`config.mk`:
```
export PLATFORM = sky130hd
export DESIGN_NAME = rau_queue
export DESIGN_NICKNAME = d
export VERILOG_FILES = /design/src/sv/rau_pkg.sv /design/src/sv/rau_queue.sv
export SDC_FILE = /design/constraint.sdc
export NUM_CORES = 1
export LEC_CHECK = 0
export BUFFER_PORTS_ARGS = -buffer_cell sky130_fd_sc_hd__buf_4
export CAP_MARGIN = 10
export CORE_MARGIN = 10
export CORE_UTILIZATION = 30
export DETAILED_ROUTE_END_ITERATION = 16
export HOLD_SLACK_MARGIN = 0.12
export PLACE_DENSITY = 0.56
export SLEW_MARGIN = 15
export SYNTH_ARGS = -nofsm -noshare
export SYNTH_HDL_FRONTEND = slang
export SYNTH_SLANG_ARGS = --single-unit
```
`constraint.sdc`:
```
create_clock -name clk -period 10.8 [get_ports clk]
set_input_delay 1.62 -clock clk [delete_from_list [all_inputs] [get_ports clk]]
set_output_delay 1.62 -clock clk [all_outputs]
set_load 0.1 [all_outputs]
```
`src/sv/rau_pkg.sv`:
```
`timescale 1ns / 1ps
// shared types, codes and widths for the rational arithmetic unit
package rau_pkg;
    localparam int VALUE_WIDTH = 32;
    localparam int MAG_W = 64;
    localparam int MAG_CW = 7;

    typedef enum logic [2:0] {
        OP_ADD = 3'd0,
        OP_SUB = 3'd1,
        OP_MUL = 3'd2,
        OP_DIV = 3'd3,
        OP_CMP = 3'd4
    } op_t;

    localparam logic [1:0] ST_OK       = 2'd0;
    localparam logic [1:0] ST_DIVZERO  = 2'd1;
    localparam logic [1:0] ST_OVERFLOW = 2'd2;

    // classified job handed from front to back
    typedef struct packed {
        logic              direct;
        logic signed [31:0] res_num;
        logic [30:0]       res_den;
        logic              lt;
        logic              gt;
        logic              eq;
        logic [1:0]        st;
        logic              neg;
        logic [MAG_W-1:0]  mag;
        logic [MAG_W-1:0]  den;
    } job_t;

    localparam logic [MAG_W-1:0] POS_MAX = MAG_W'((64'd1 << (VALUE_WIDTH - 1)) - 64'd1);
    localparam logic [MAG_W-1:0] NEG_MAX = MAG_W'(64'd1 << (VALUE_WIDTH - 1));
endpackage

```
`src/sv/rau_queue.sv`:
```
`timescale 1ns / 1ps
// two-entry queue between front and back
module rau_queue
    import rau_pkg::*;
(
    input  logic clk,
    input  logic rst_n,
    input  logic wr_valid,
    output logic wr_ready,
    input  job_t wr_data,
    output logic rd_valid,
    input  logic rd_ready,
    output job_t rd_data
);
    job_t mem_reg [2];
    logic wp_reg, rp_reg;
    logic [1:0] cnt_reg;
    logic wr_en, rd_en;

    assign wr_ready = cnt_reg != 2'd2;
    assign rd_valid = cnt_reg != 2'd0;
    assign rd_data = mem_reg[rp_reg];
    assign wr_en = wr_valid && wr_ready;
    assign rd_en = rd_valid && rd_ready;

    // pointers and fill count
    always_ff @(posedge clk or negedge rst_n)
    begin
        if (!rst_n)
        begin
            wp_reg <= 1'b0;
            rp_reg <= 1'b0;
            cnt_reg <= 2'd0;
        end
        else
        begin
            if (wr_en) wp_reg <= ~wp_reg;
            if (rd_en) rp_reg <= ~rp_reg;
            cnt_reg <= cnt_reg + 2'(wr_en) - 2'(rd_en);
        end
    end

    // storage
    always_ff @(posedge clk)
    begin
        if (wr_en)
            mem_reg[wp_reg] <= wr_data;
    end
endmodule

```
==> flow_metrics.py <==
metrics = {
    "sta": {
        "fin_setup_tns_ns": 0,
        "fin_worst_skew_ns": 0.01158,
        "fin_crit_ns": 5.151,
        "finalMaxSlewViolations": 0,
        "rsz0062_at_grt": "false",
        "min_period_over_period": 0.4769,
        "max_slew_margin": 0.2879,
        "setup_viol": 0,
        "max_freq_mhz": 194.1,
        "tightest_slew_ns": 1.068,
        "hold_viol_final": 0,
    },
    "synthesis": {
        "ys_seq_elements": 400,
        "synth_top_family_by_area": "multiplexers",
        "ys_seq_area_frac": 0.8053,
        "synth_largest_area_cell": "edfxtp_1",
        "synth_edf_count": 396,
        "synth_compound_area_frac": 0,
        "synth_cell_types": 16,
        "synth_most_common_cell": "edfxtp_1",
        "netlist_top_cells_count": "396 x edfxtp_1, 100 x mux2_4, 98 x mux2_2",
        "synth-simple-area-share": 0.002185,
        "synthArstFlopShare": 0.01000,
        "synth_area_sq_um": 14890,
        "yosys_warnings": 0,
        "avgSynthCellArea_sq_um": 23.52,
        "netlist.area_leader.share": 0.7986,
        "postSynthCellCount": 633,
        "synth.mux.area_fraction": 0.1749,
        "synth_nets": 837,
        "synth.area.top_cells": "edfxtp_1 80%, mux2_4 10%, mux2_2 7.4%",
        "synth_flop_cell": "edfxtp_1",
        "synthAdderAreaFrac": 0.001681,
        "synth_xor_area_frac": 0.002353,
    },
    "finish": {
        "drive_gt1_frac": 0.6068,
        "largest_reg_flops": 396,
        "area_delta_synth_final_pct": 34.22,
        "final_nets": 1268,
    },
    "floorplan": {
        "core.rowCount": 81,
        "initial_utilization": 0.3036,
        "die_area_sq_um": 58950,
        "io_pins": 402,
        "die_w_um": 242.8,
        "core-area_sq_um": 49050,
        "die_h_um": 242.8,
    },
    "detailed_routing": {
        "wl_per_cell_um": 19.68,
        "via_per_inst": 4.157,
        "drt-total-wl_um": 34680,
        "antenna_left": 0,
        "vias": 7324,
        "drcViolationCount": 0,
        "dr.pass1.iters": 6,
        "drt_iter0_markers": 383,
    },
    "clock_network": {
        "post_cts_resized": 0,
        "cts_setup_buffers": 0,
        "insertion_delay_ns": 0.54,
        "cts_hold_buf": 0,
        "cts.path.max_buffers": 3,
        "cts_buffers": 42,
        "root_buffer": "clkbuf_16",
        "clk_pin_slew_ns": 0.06,
        "cts_tree": "built",
        "cts_sinks": 400,
        "cts_max_level": 2,
    },
    "critical_path": {
        "path_class": "reg -> out",
        "crit_arrival_ns": 3.53,
        "critPathMostFrequentCell": "buf_4",
        "critPathBufInv": 3,
        "worstPathRequired_ns": 9.18,
        "crit_path_end_kind": "output port",
        "cpPeakStageDelay_ns": 0.86,
        "crit_slowest_cell": "buf_4",
        "crit_fanout": 57,
        "cp-start-kind": "flop",
        "crit_chain": "buf_4 > buf_4 > mux2_4 > buf_4",
        "path_delay_family": "buffers and inverters",
    },
    "flow_run": {
        "drv_cap": 0,
    },
    "outcome": {
        "status": "finished, final reports clean",
    },
    "worst_hold_path": {
        "hp-class": "reg -> reg",
    },
    "global_routing": {
        "antenna_found_initial": 3,
        "grt_usage": 0.1116,
        "grt_pass1_vias": 7584,
        "grt_first_pass_wirelength_um": 50110,
        "grt-ovfl-total": 0,
        "grt_max_degree": 74,
    },
    "place": {
        "dp_hpwl_um": 24160,
        "numPortBuffers": 401,
        "place_congestion": 0.7293,
    },
}
## layer usage
layer	wire, um	global-route usage	vias to the layer above
met5	12	0	-
met4	623	0.03161	2
met3	3502	0.05030	44
met2	15980	0.1719	305
met1	14570	0.1390	3579
li1	-	-	3394
## path summary, 6_finish.rpt
| check | startpoint | endpoint | slack, ns | cells after the start |
|---|---|---|---|---|
| setup / recovery | rp_reg$_DFFE_PN0P_ | rd_data[149] | 5.65 | 4 |
| hold / removal | cnt_reg[0]$_DFF_PN0_ | cnt_reg[0]$_DFF_PN0_ | 0.52 | 1 |
| setup reg to reg | cnt_reg[1]$_DFF_PN0_ | mem_reg[0][80]$_DFFE_PP_ | 7.93 | 5 |
| hold reg to reg | cnt_reg[0]$_DFF_PN0_ | cnt_reg[0]$_DFF_PN0_ | 0.52 | 1 |
| max in group asynchronous | rst_n | rp_reg$_DFFE_PN0P_ | 9.81 | 1 |
| min in group asynchronous | rst_n | cnt_reg[1]$_DFF_PN0_ | 0.86 | 1 |
## logic make-up after synthesis
family	Yosys count
AND/OR/NAND/NOR	6
flip-flops	400
XOR/XNOR	4
multiplexers	198
buffers and inverters	23
adder cells (fa/ha/maj)	2
## placed cells by master, fill, tap and decap left out, types with 2 or more instances in the layout
cell type  netlist  routed
dfrtp_1          4       3
mux2_4         100     100
edfxtp_1       396     396
clkinv_2         0       3
clkinv_1         0      13
diode_2          0       2
xnor2_1          3       3
mux2_2          98      98
clkbuf_8         0       2
ha_1             2       2
buf_4            0     409
clkbuf_1         0       9
clkbuf_16        0      45
bufinv_16        0       4
## stage by stage
stage	setup WS (ns)	utilization	cells	instance area [sq um]	hold slack (ns)
floorplan	0.05439	-	633	14890	0.4608
global placement	6.233	0.3794	1684	18610	0.4946
detailed placement	6.180	0.3794	1684	18610	0.5110
CTS	5.587	0.4074	1760	19980	0.5243
global route	5.452	0.4074	1760	19980	0.5396
finish	5.649	0.4075	1762	19990	0.5161
## cell type report
| cell class | count | area [sq um] |
|---|---|---|
| well taps | 664 | 830.8 |
| clock inverters | 20 | 183.9 |
| inverters | 1 | 3.754 |
| diodes | 2 | 5.005 |
| fillers | 4463 | 29070 |
| clock buffers | 56 | 1187 |
| repair buffers | 409 | 3070 |
| flip-flops and latches | 400 | 12000 |
| multi-input cells | 210 | 2710 |
Power is left out: the tool's default activity adds up to more than one toggle a clock period on the data nets, which glitch-free logic cannot reach.
