**src/sv/rau_pkg.sv**
```systemverilog
`timescale 1ns / 1ps
// shared types, codes and widths for the rational arithmetic unit
package rau_pkg;
    localparam int VALUE_WIDTH = 32;
    localparam int MAG_W = 64;
    localparam int MAG_CW = 7;

    typedef enum logic [2:0] {
        OP_ADD = 3'd0,
        OP_SUB = 3'd1,
        OP_MUL = 3'd2,
        OP_DIV = 3'd3,
        OP_CMP = 3'd4
    } op_t;

    localparam logic [1:0] ST_OK       = 2'd0;
    localparam logic [1:0] ST_DIVZERO  = 2'd1;
    localparam logic [1:0] ST_OVERFLOW = 2'd2;

    // classified job handed from front to back
    typedef struct packed {
        logic              direct;
        logic signed [31:0] res_num;
        logic [30:0]       res_den;
        logic              lt;
        logic              gt;
        logic              eq;
        logic [1:0]        st;
        logic              neg;
        logic [MAG_W-1:0]  mag;
        logic [MAG_W-1:0]  den;
    } job_t;

    localparam logic [MAG_W-1:0] POS_MAX = MAG_W'((64'd1 << (VALUE_WIDTH - 1)) - 64'd1);
    localparam logic [MAG_W-1:0] NEG_MAX = MAG_W'(64'd1 << (VALUE_WIDTH - 1));
endpackage

```
**src/sv/rau_back.sv**
```systemverilog
`timescale 1ns / 1ps
// back end: binary gcd, two restoring divides, range check, output register
module rau_back
    import rau_pkg::*;
(
    input  logic               clk,
    input  logic               rst_n,
    input  logic               job_valid,
    output logic               job_ready,
    input  job_t               job,
    output logic               out_valid,
    input  logic               out_ready,
    output logic signed [31:0] res_num,
    output logic [30:0]        res_den,
    output logic               is_less,
    output logic               is_greater,
    output logic               is_equal,
    output logic [1:0]         status
);
    typedef enum logic [4:0] {
        B_IDLE = 5'b00001,
        B_GCD  = 5'b00010,
        B_DIV  = 5'b00100,
        B_CHK  = 5'b01000,
        B_OUT  = 5'b10000
    } bstate_t;

    bstate_t state_reg, state_next;
    job_t j_reg;
    logic [MAG_W-1:0] u_reg, v_reg;
    logic [MAG_CW-1:0] sh_reg, cnt_reg;
    logic [MAG_W-1:0] g_reg;
    logic [MAG_W-1:0] qm_reg, qd_reg, rm_reg, rd_reg;
    logic signed [31:0] on_reg;
    logic [30:0] od_reg;
    logic ol_reg, og_reg, oe_reg;
    logic [1:0] ost_reg;

    // one binary gcd step (stein)
    logic [MAG_W-1:0] u_n, v_n, dif;
    logic [MAG_CW-1:0] sh_n;
    logic gcd_done;
    always_comb
    begin
        u_n = u_reg;
        v_n = v_reg;
        sh_n = sh_reg;
        dif = '0;
        gcd_done = (v_reg == '0);
        if (!gcd_done)
        begin
            if (!u_reg[0] && !v_reg[0])
            begin
                u_n = u_reg >> 1;
                v_n = v_reg >> 1;
                sh_n = sh_reg + 1'b1;
            end
            else if (!u_reg[0])
                u_n = u_reg >> 1;
            else if (!v_reg[0])
                v_n = v_reg >> 1;
            else if (u_reg >= v_reg)
            begin
                dif = u_reg - v_reg;
                u_n = v_reg;
                v_n = dif;
            end
            else
                v_n = v_reg - u_reg;
        end
    end

    // one restoring division step for each of mag/g and den/g
    logic [MAG_W:0] tm, td;
    logic [MAG_W-1:0] rm_n, rd_n;
    logic qbm, qbd;
    always_comb
    begin
        tm = {rm_reg, qm_reg[MAG_W-1]};
        td = {rd_reg, qd_reg[MAG_W-1]};
        qbm = tm >= {1'b0, g_reg};
        qbd = td >= {1'b0, g_reg};
        rm_n = qbm ? MAG_W'(tm - {1'b0, g_reg}) : tm[MAG_W-1:0];
        rd_n = qbd ? MAG_W'(td - {1'b0, g_reg}) : td[MAG_W-1:0];
    end

    // range check
    logic ovf;
    always_comb
    begin
        ovf = (qd_reg > POS_MAX) || (j_reg.neg ? (qm_reg > NEG_MAX) : (qm_reg > POS_MAX));
    end

    assign job_ready = (state_reg == B_IDLE);
    assign out_valid = (state_reg == B_OUT);
    assign res_num = on_reg;
    assign res_den = od_reg;
    assign is_less = ol_reg;
    assign is_greater = og_reg;
    assign is_equal = oe_reg;
    assign status = ost_reg;

    // control
    always_comb
    begin
        state_next = state_reg;
        unique case (state_reg)
            B_IDLE: if (job_valid) state_next = job.direct ? B_OUT : B_GCD;
            B_GCD:  if (gcd_done) state_next = B_DIV;
            B_DIV:  if (cnt_reg == MAG_CW'(MAG_W - 1)) state_next = B_CHK;
            B_CHK:  state_next = B_OUT;
            B_OUT:  if (out_ready) state_next = B_IDLE;
            default: state_next = B_IDLE;
        endcase
    end

    always_ff @(posedge clk or negedge rst_n)
    begin
        if (!rst_n)
            state_reg <= B_IDLE;
        else
            state_reg <= state_next;
    end

    // datapath
    always_ff @(posedge clk)
    begin
        unique case (state_reg)
            B_IDLE:
            begin
                j_reg <= job;
                u_reg <= job.mag;
                v_reg <= job.den;
                sh_reg <= '0;
                on_reg <= job.res_num;
                od_reg <= job.res_den;
                ol_reg <= job.lt;
                og_reg <= job.gt;
                oe_reg <= job.eq;
                ost_reg <= job.st;
            end
            B_GCD:
            begin
                u_reg <= u_n;
                v_reg <= v_n;
                sh_reg <= sh_n;
                if (gcd_done)
                begin
                    g_reg <= u_reg << sh_reg;
                    qm_reg <= j_reg.mag;
                    qd_reg <= j_reg.den;
                    rm_reg <= '0;
                    rd_reg <= '0;
                    cnt_reg <= '0;
                end
            end
            B_DIV:
            begin
                rm_reg <= rm_n;
                rd_reg <= rd_n;
                qm_reg <= {qm_reg[MAG_W-2:0], qbm};
                qd_reg <= {qd_reg[MAG_W-2:0], qbd};
                cnt_reg <= cnt_reg + 1'b1;
            end
            B_CHK:
            begin
                ol_reg <= 1'b0;
                og_reg <= 1'b0;
                oe_reg <= 1'b0;
                if (ovf)
                begin
                    on_reg <= '0;
                    od_reg <= '0;
                    ost_reg <= ST_OVERFLOW;
                end
                else
                begin
                    on_reg <= j_reg.neg ? -qm_reg[31:0] : qm_reg[31:0];
                    od_reg <= qd_reg[30:0];
                    ost_reg <= ST_OK;
                end
            end
            default:
            begin
            end
        endcase
    end
endmodule

```
**config.mk**
```make
export PLATFORM = sky130hd
export DESIGN_NAME = rau_back
export DESIGN_NICKNAME = d
export VERILOG_FILES = /design/src/sv/rau_pkg.sv /design/src/sv/rau_back.sv
export SDC_FILE = /design/constraint.sdc
export NUM_CORES = 2
export LEC_CHECK = 0
export ABC_CLOCK_PERIOD_IN_PS = 8240
export CAP_MARGIN = 0
export CELL_PAD_IN_SITES_DETAIL_PLACEMENT = 1
export CELL_PAD_IN_SITES_GLOBAL_PLACEMENT = 1
export CORE_MARGIN = 1.5
export CORE_UTILIZATION = 46
export DETAILED_ROUTE_END_ITERATION = 10
export DONT_BUFFER_PORTS = 1
export GPL_TIMING_DRIVEN = 0
export PLACE_DENSITY_LB_ADDON = 0.3
export SYNTH_ARGS = -nofsm -noshare
export SYNTH_HDL_FRONTEND = slang
export SYNTH_SLANG_ARGS = --single-unit
```
**constraint.sdc**
```tcl
create_clock -name clk -period 8.24 [get_ports clk]
set_input_delay 1.648 -clock clk [delete_from_list [all_inputs] [get_ports clk]]
set_output_delay 1.648 -clock clk [all_outputs]
set_load 0.01 [all_outputs]
```
==> flow_summary_export.csv <==
group,metric,value,unit
synthesis,ys_seq_area_share,42.2,%
layout,n_fill_cell,11800,
timing,maxSlewViolCount,0,
timing,relSlewSlack,1.63,%
clock_network,cts_hold_buf,0,
clock_network,clk_latency,0.70,ns
clock_network,cts_max_level,3,
synthesis,synth_edf_count,659,
setup_path,worstPathRequired,8.61,ns
setup_path,startpoint_type,"flip-flop",
floorplanning,dieArea,105000,sq um
setup_path,rrSetupSlack,2.53,ns
floorplanning,rows,117,
floorplanning,initial_utilization,46.4,%
layout,synthToLayoutAreaGrowth,9.82,%
setup_path,end_kind,"flip-flop",
route,wirelength,198000,microns
setup_path,critical_path_class,"reg2reg",
floorplanning,chipHeight,323,microns
layout,nNetsFinal,5784,
global_route,grt_pass1_vias,43200,
setup_path,cp-startpoint,"u_reg[0]$_DFFE_PP_",
power,pwr-share-comb,57.9,%
clock_network,cts_made_buffers,77,
synthesis,yosysWarnings,0,
power,power,23.0,mW
clock_network,cts-root-buf,"clkbuf_16",
route,drt_first_iter_violations,4191,
job,drv_cap,0,
global_route,grtUsageTotal,37.2,%
route,drt_first_pass_iters,6,
clock_network,cts_max_path_buffers,3,
power,internal_power,11.1,mW
timing,fin_crit,5.71,ns
global_route,grt_start_max_net_pins,67,
placed_design,hpwl,158000,microns
clock_network,cts_resized,0,
timing,rsz0062_at_grt,"false",
global_route,grt_overflow_total,0,
setup_path,reg2reg_from,"u_reg[0]$_DFFE_PP_",
layout,layout-drive-gt1-share,6.06,%
global_route,antenna_found_initial,16,
power,p_sw_share,51.8,%
power,power.density,444,nW/um^2
clock_network,post_cts_buffers,0,
clock_network,path_clk_slew,0.06,ns
placed_design,place_congestion,0.993,
route,postRouteAntennaNets,0,
placed_design,portBuffers,0,
power,p_leak,20.1,nW
synthesis,synth.avg_cell_area,9.04,sq um
clock_network,cts.sinks,664,
power,worst_ir_drop_vdd,0.269,mV
floorplanning,io_pins,272,
power,power_switching,11.9,mW
power,clockPowerShare,15.6,%
synthesis,synth_cells,5227,
setup_path,r2r_end,"v_reg[53]$_DFFE_PP_",
floorplanning,die_x,323,microns
power,seqPwrFrac,26.5,%
synthesis,yosysUniqueCellTypes,92,
synthesis,syn_nets,5694,
timing,tns,0,ns
timing,worstMarginPinSlew,1.48,ns
clock_network,cts_tree,"done",
timing,hold_viol,0,
route,route.detailed.drc,0,
timing,setup_viol,0,
setup_path,crit_arrival,6.08,ns
synthesis,ys_seq_elements,664,
timing,finClkSkew,0.0413,ns
route,avgViaCountPerCell,6.31,
outcome,status,"completed",
setup_path,cp-endpoint,"v_reg[53]$_DFFE_PP_",
global_route,grt_first_pass_wirelength,287000,microns
synthesis,async_flop_share,0.753,%
timing,maxClockFrequency,175,MHz
synthesis,synthFlopType,"edfxtp_1",
setup_path,reg2regPathDepth,17,
layout,largest_reg_flops,129,
setup_path,cp_max_fo,10,
timing,fin_crit_sh,69.3,%
route,wire_per_inst,29.3,microns
min_path,hold_path_class,"reg2reg",
route,vias,42700,
floorplanning,coreArea,102000,sq um
synthesis,netlist_area,47200,sq um
-- Yosys cell counts, drive strengths merged (26+ instances only) --
| library cell | number | share of area (%) |
|---|---|---|
| nand2 | 845 | 6.7 |
| edfxtp | 659 | 42 |
| nor2 | 533 | 4.2 |
| a21oi | 472 | 5.0 |
| o21ai | 392 | 4.2 |
| inv | 284 | 2.3 |
| ha | 261 | 6.9 |
| clkbuf | 237 | 1.9 |
| mux2i | 157 | 3.3 |
| a21o | 147 | 2.3 |
| xnor2 | 133 | 2.5 |
| nand4 | 83 | 1.1 |
| o21bai | 75 | 1.2 |
| nor3 | 73 | 0.77 |
| a211oi | 72 | 1.1 |
| buf | 71 | 0.95 |
| xor2 | 70 | 1.3 |
| a22o | 66 | 1.4 |
| nand3 | 59 | 0.62 |
| mux4 | 50 | 2.4 |
| nor4 | 47 | 0.65 |
| a31oi | 38 | 0.50 |
| nand2b | 31 | 0.41 |
| o21a | 31 | 0.49 |
| o31ai | 26 | 0.41 |
-- cells in the final DEF (no fill, tap or decap), types with 19 or more instances in the layout --
cell,Yosys,final
nand2_1,844,842
edfxtp_1,659,659
nor2_1,533,533
a21oi_1,471,471
o21ai_0,382,381
inv_1,282,280
ha_1,261,261
clkbuf_1,235,248
mux2i_1,157,157
a21o_1,147,147
xnor2_1,133,133
nand4_1,83,83
clkbuf_16,0,78
o21bai_1,75,75
nor3_1,73,73
a211oi_1,72,72
xor2_1,70,70
nand3_1,59,59
a22o_2,59,59
mux4_2,50,50
nor4_1,46,46
a31oi_1,38,38
nand2b_1,31,31
o21a_1,31,31
buf_1,27,27
buf_2,27,27
o31ai_1,26,26
nor2b_1,25,25
and3_1,24,24
diode_2,0,23
clkinv_1,2,22
o22ai_1,20,20
or3_1,19,19
-- layer usage --
| layer | up-vias | GRT usage [%] | part of all wire (%) |
|---|---|---|---|
| met4 | 2 | 22.9 | 6.8 |
| met5 | - | 0 | 0.0066 |
| met1 | 21400 | 45.9 | 40 |
| met2 | 1682 | 61.8 | 47 |
| li1 | 19100 | - | - |
| met3 | 491 | 5.29 | 6.3 |
-- how the worst min path moves through the flow --
| stage | from | end | slack [ns] | cells past startpoint |
|---|---|---|---|---|
| final | j_reg[19]$_DFFE_PP_ | qd_reg[19]$_DFFE_PP_ | 0.52 | 2 |
| after detailed placement | j_reg[46]$_DFFE_PP_ | qd_reg[46]$_DFFE_PP_ | 0.51 | 2 |
| after global routing | j_reg[55]$_DFFE_PP_ | qd_reg[55]$_DFFE_PP_ | 0.53 | 2 |
| after global placement | j_reg[38]$_DFFE_PP_ | qd_reg[38]$_DFFE_PP_ | 0.50 | 2 |
| after floorplan | j_reg[38]$_DFFE_PP_ | qd_reg[38]$_DFFE_PP_ | 0.49 | 2 |
| after CTS | j_reg[98]$_DFFE_PP_ | qm_reg[34]$_DFFE_PP_ | 0.51 | 2 |
-- cells by family (layout without fill, tap and decap cells) --
kind of cell,Yosys count,after routing,synth area share [%]
fa+ha+maj,265,265,7.08
other cells,0,23,0
mux,211,211,5.80
xor+xnor,203,203,3.76
buf+inv,594,745,5.11
flops,664,664,42.2
simple gates,1799,1799,16.4
compound gates,1491,1491,19.7
-- power groups by stage --
stage          combinational (mW)  clock, mW  sequential, mW
6_report                     13.3       3.59            6.10
5_1_grt                      14.1       3.72            6.11
4_1_cts                      12.9       3.61            6.01
3_5_place_dp                 12.8          0            6.08
3_3_place_gp                 12.5          0            6.22
2_1_floorplan                8.32          0            5.61
-- worst max-delay path, stage by stage, from the launching register on --
cell and delay (ns):
edfxtp_1 0.40, clkbuf_1 0.48, inv_1 0.30, ha_1 0.32, fa_1 0.39, nand2b_1 0.18, a21oi_1 0.18, a211oi_1 0.13
o2bb2ai_1 0.20, o221ai_1 0.42, a211o_1 0.29, a21o_1 0.22, buf_1 0.78, nand2_1 0.11, a21o_1 0.19, o21ai_0 0.27
mux2i_1 0.33, o311ai_0 0.17
-- metrics by stage --
| step | cell area (sq um) | hold WS (ns) | setup WS, ns | std cells | utilization, % |
|---|---|---|---|---|---|
| floorplan | 47200 | 0.491 | 0.197 | 5227 | - |
| global placement | 49000 | 0.495 | -4.98 | 6595 | 48.1 |
| detailed placement | 49300 | 0.507 | 2.70 | 6606 | 48.4 |
| CTS | 51800 | 0.507 | 2.64 | 6746 | 50.9 |
| global route | 51900 | 0.529 | 2.37 | 6763 | 51.0 |
| finish | 51900 | 0.519 | 2.53 | 6769 | 51.0 |
-- layout make-up --
cell class              count  area, sq um  share of cell area [%]
clock inverters            48          572                    1.10
plain buffers             308         1340                    2.59
multi-input cells        3969        25000                    48.1
diodes                     23         57.6                   0.111
repair buffers             11          255                   0.492
well taps                1368         1710                    3.30
inverters                 286         1080                    2.08
flip-flops and latches    664        19900                    38.4
clock buffers              92         2000                    3.86
Note: power is estimated with default switching activity, not from simulation.
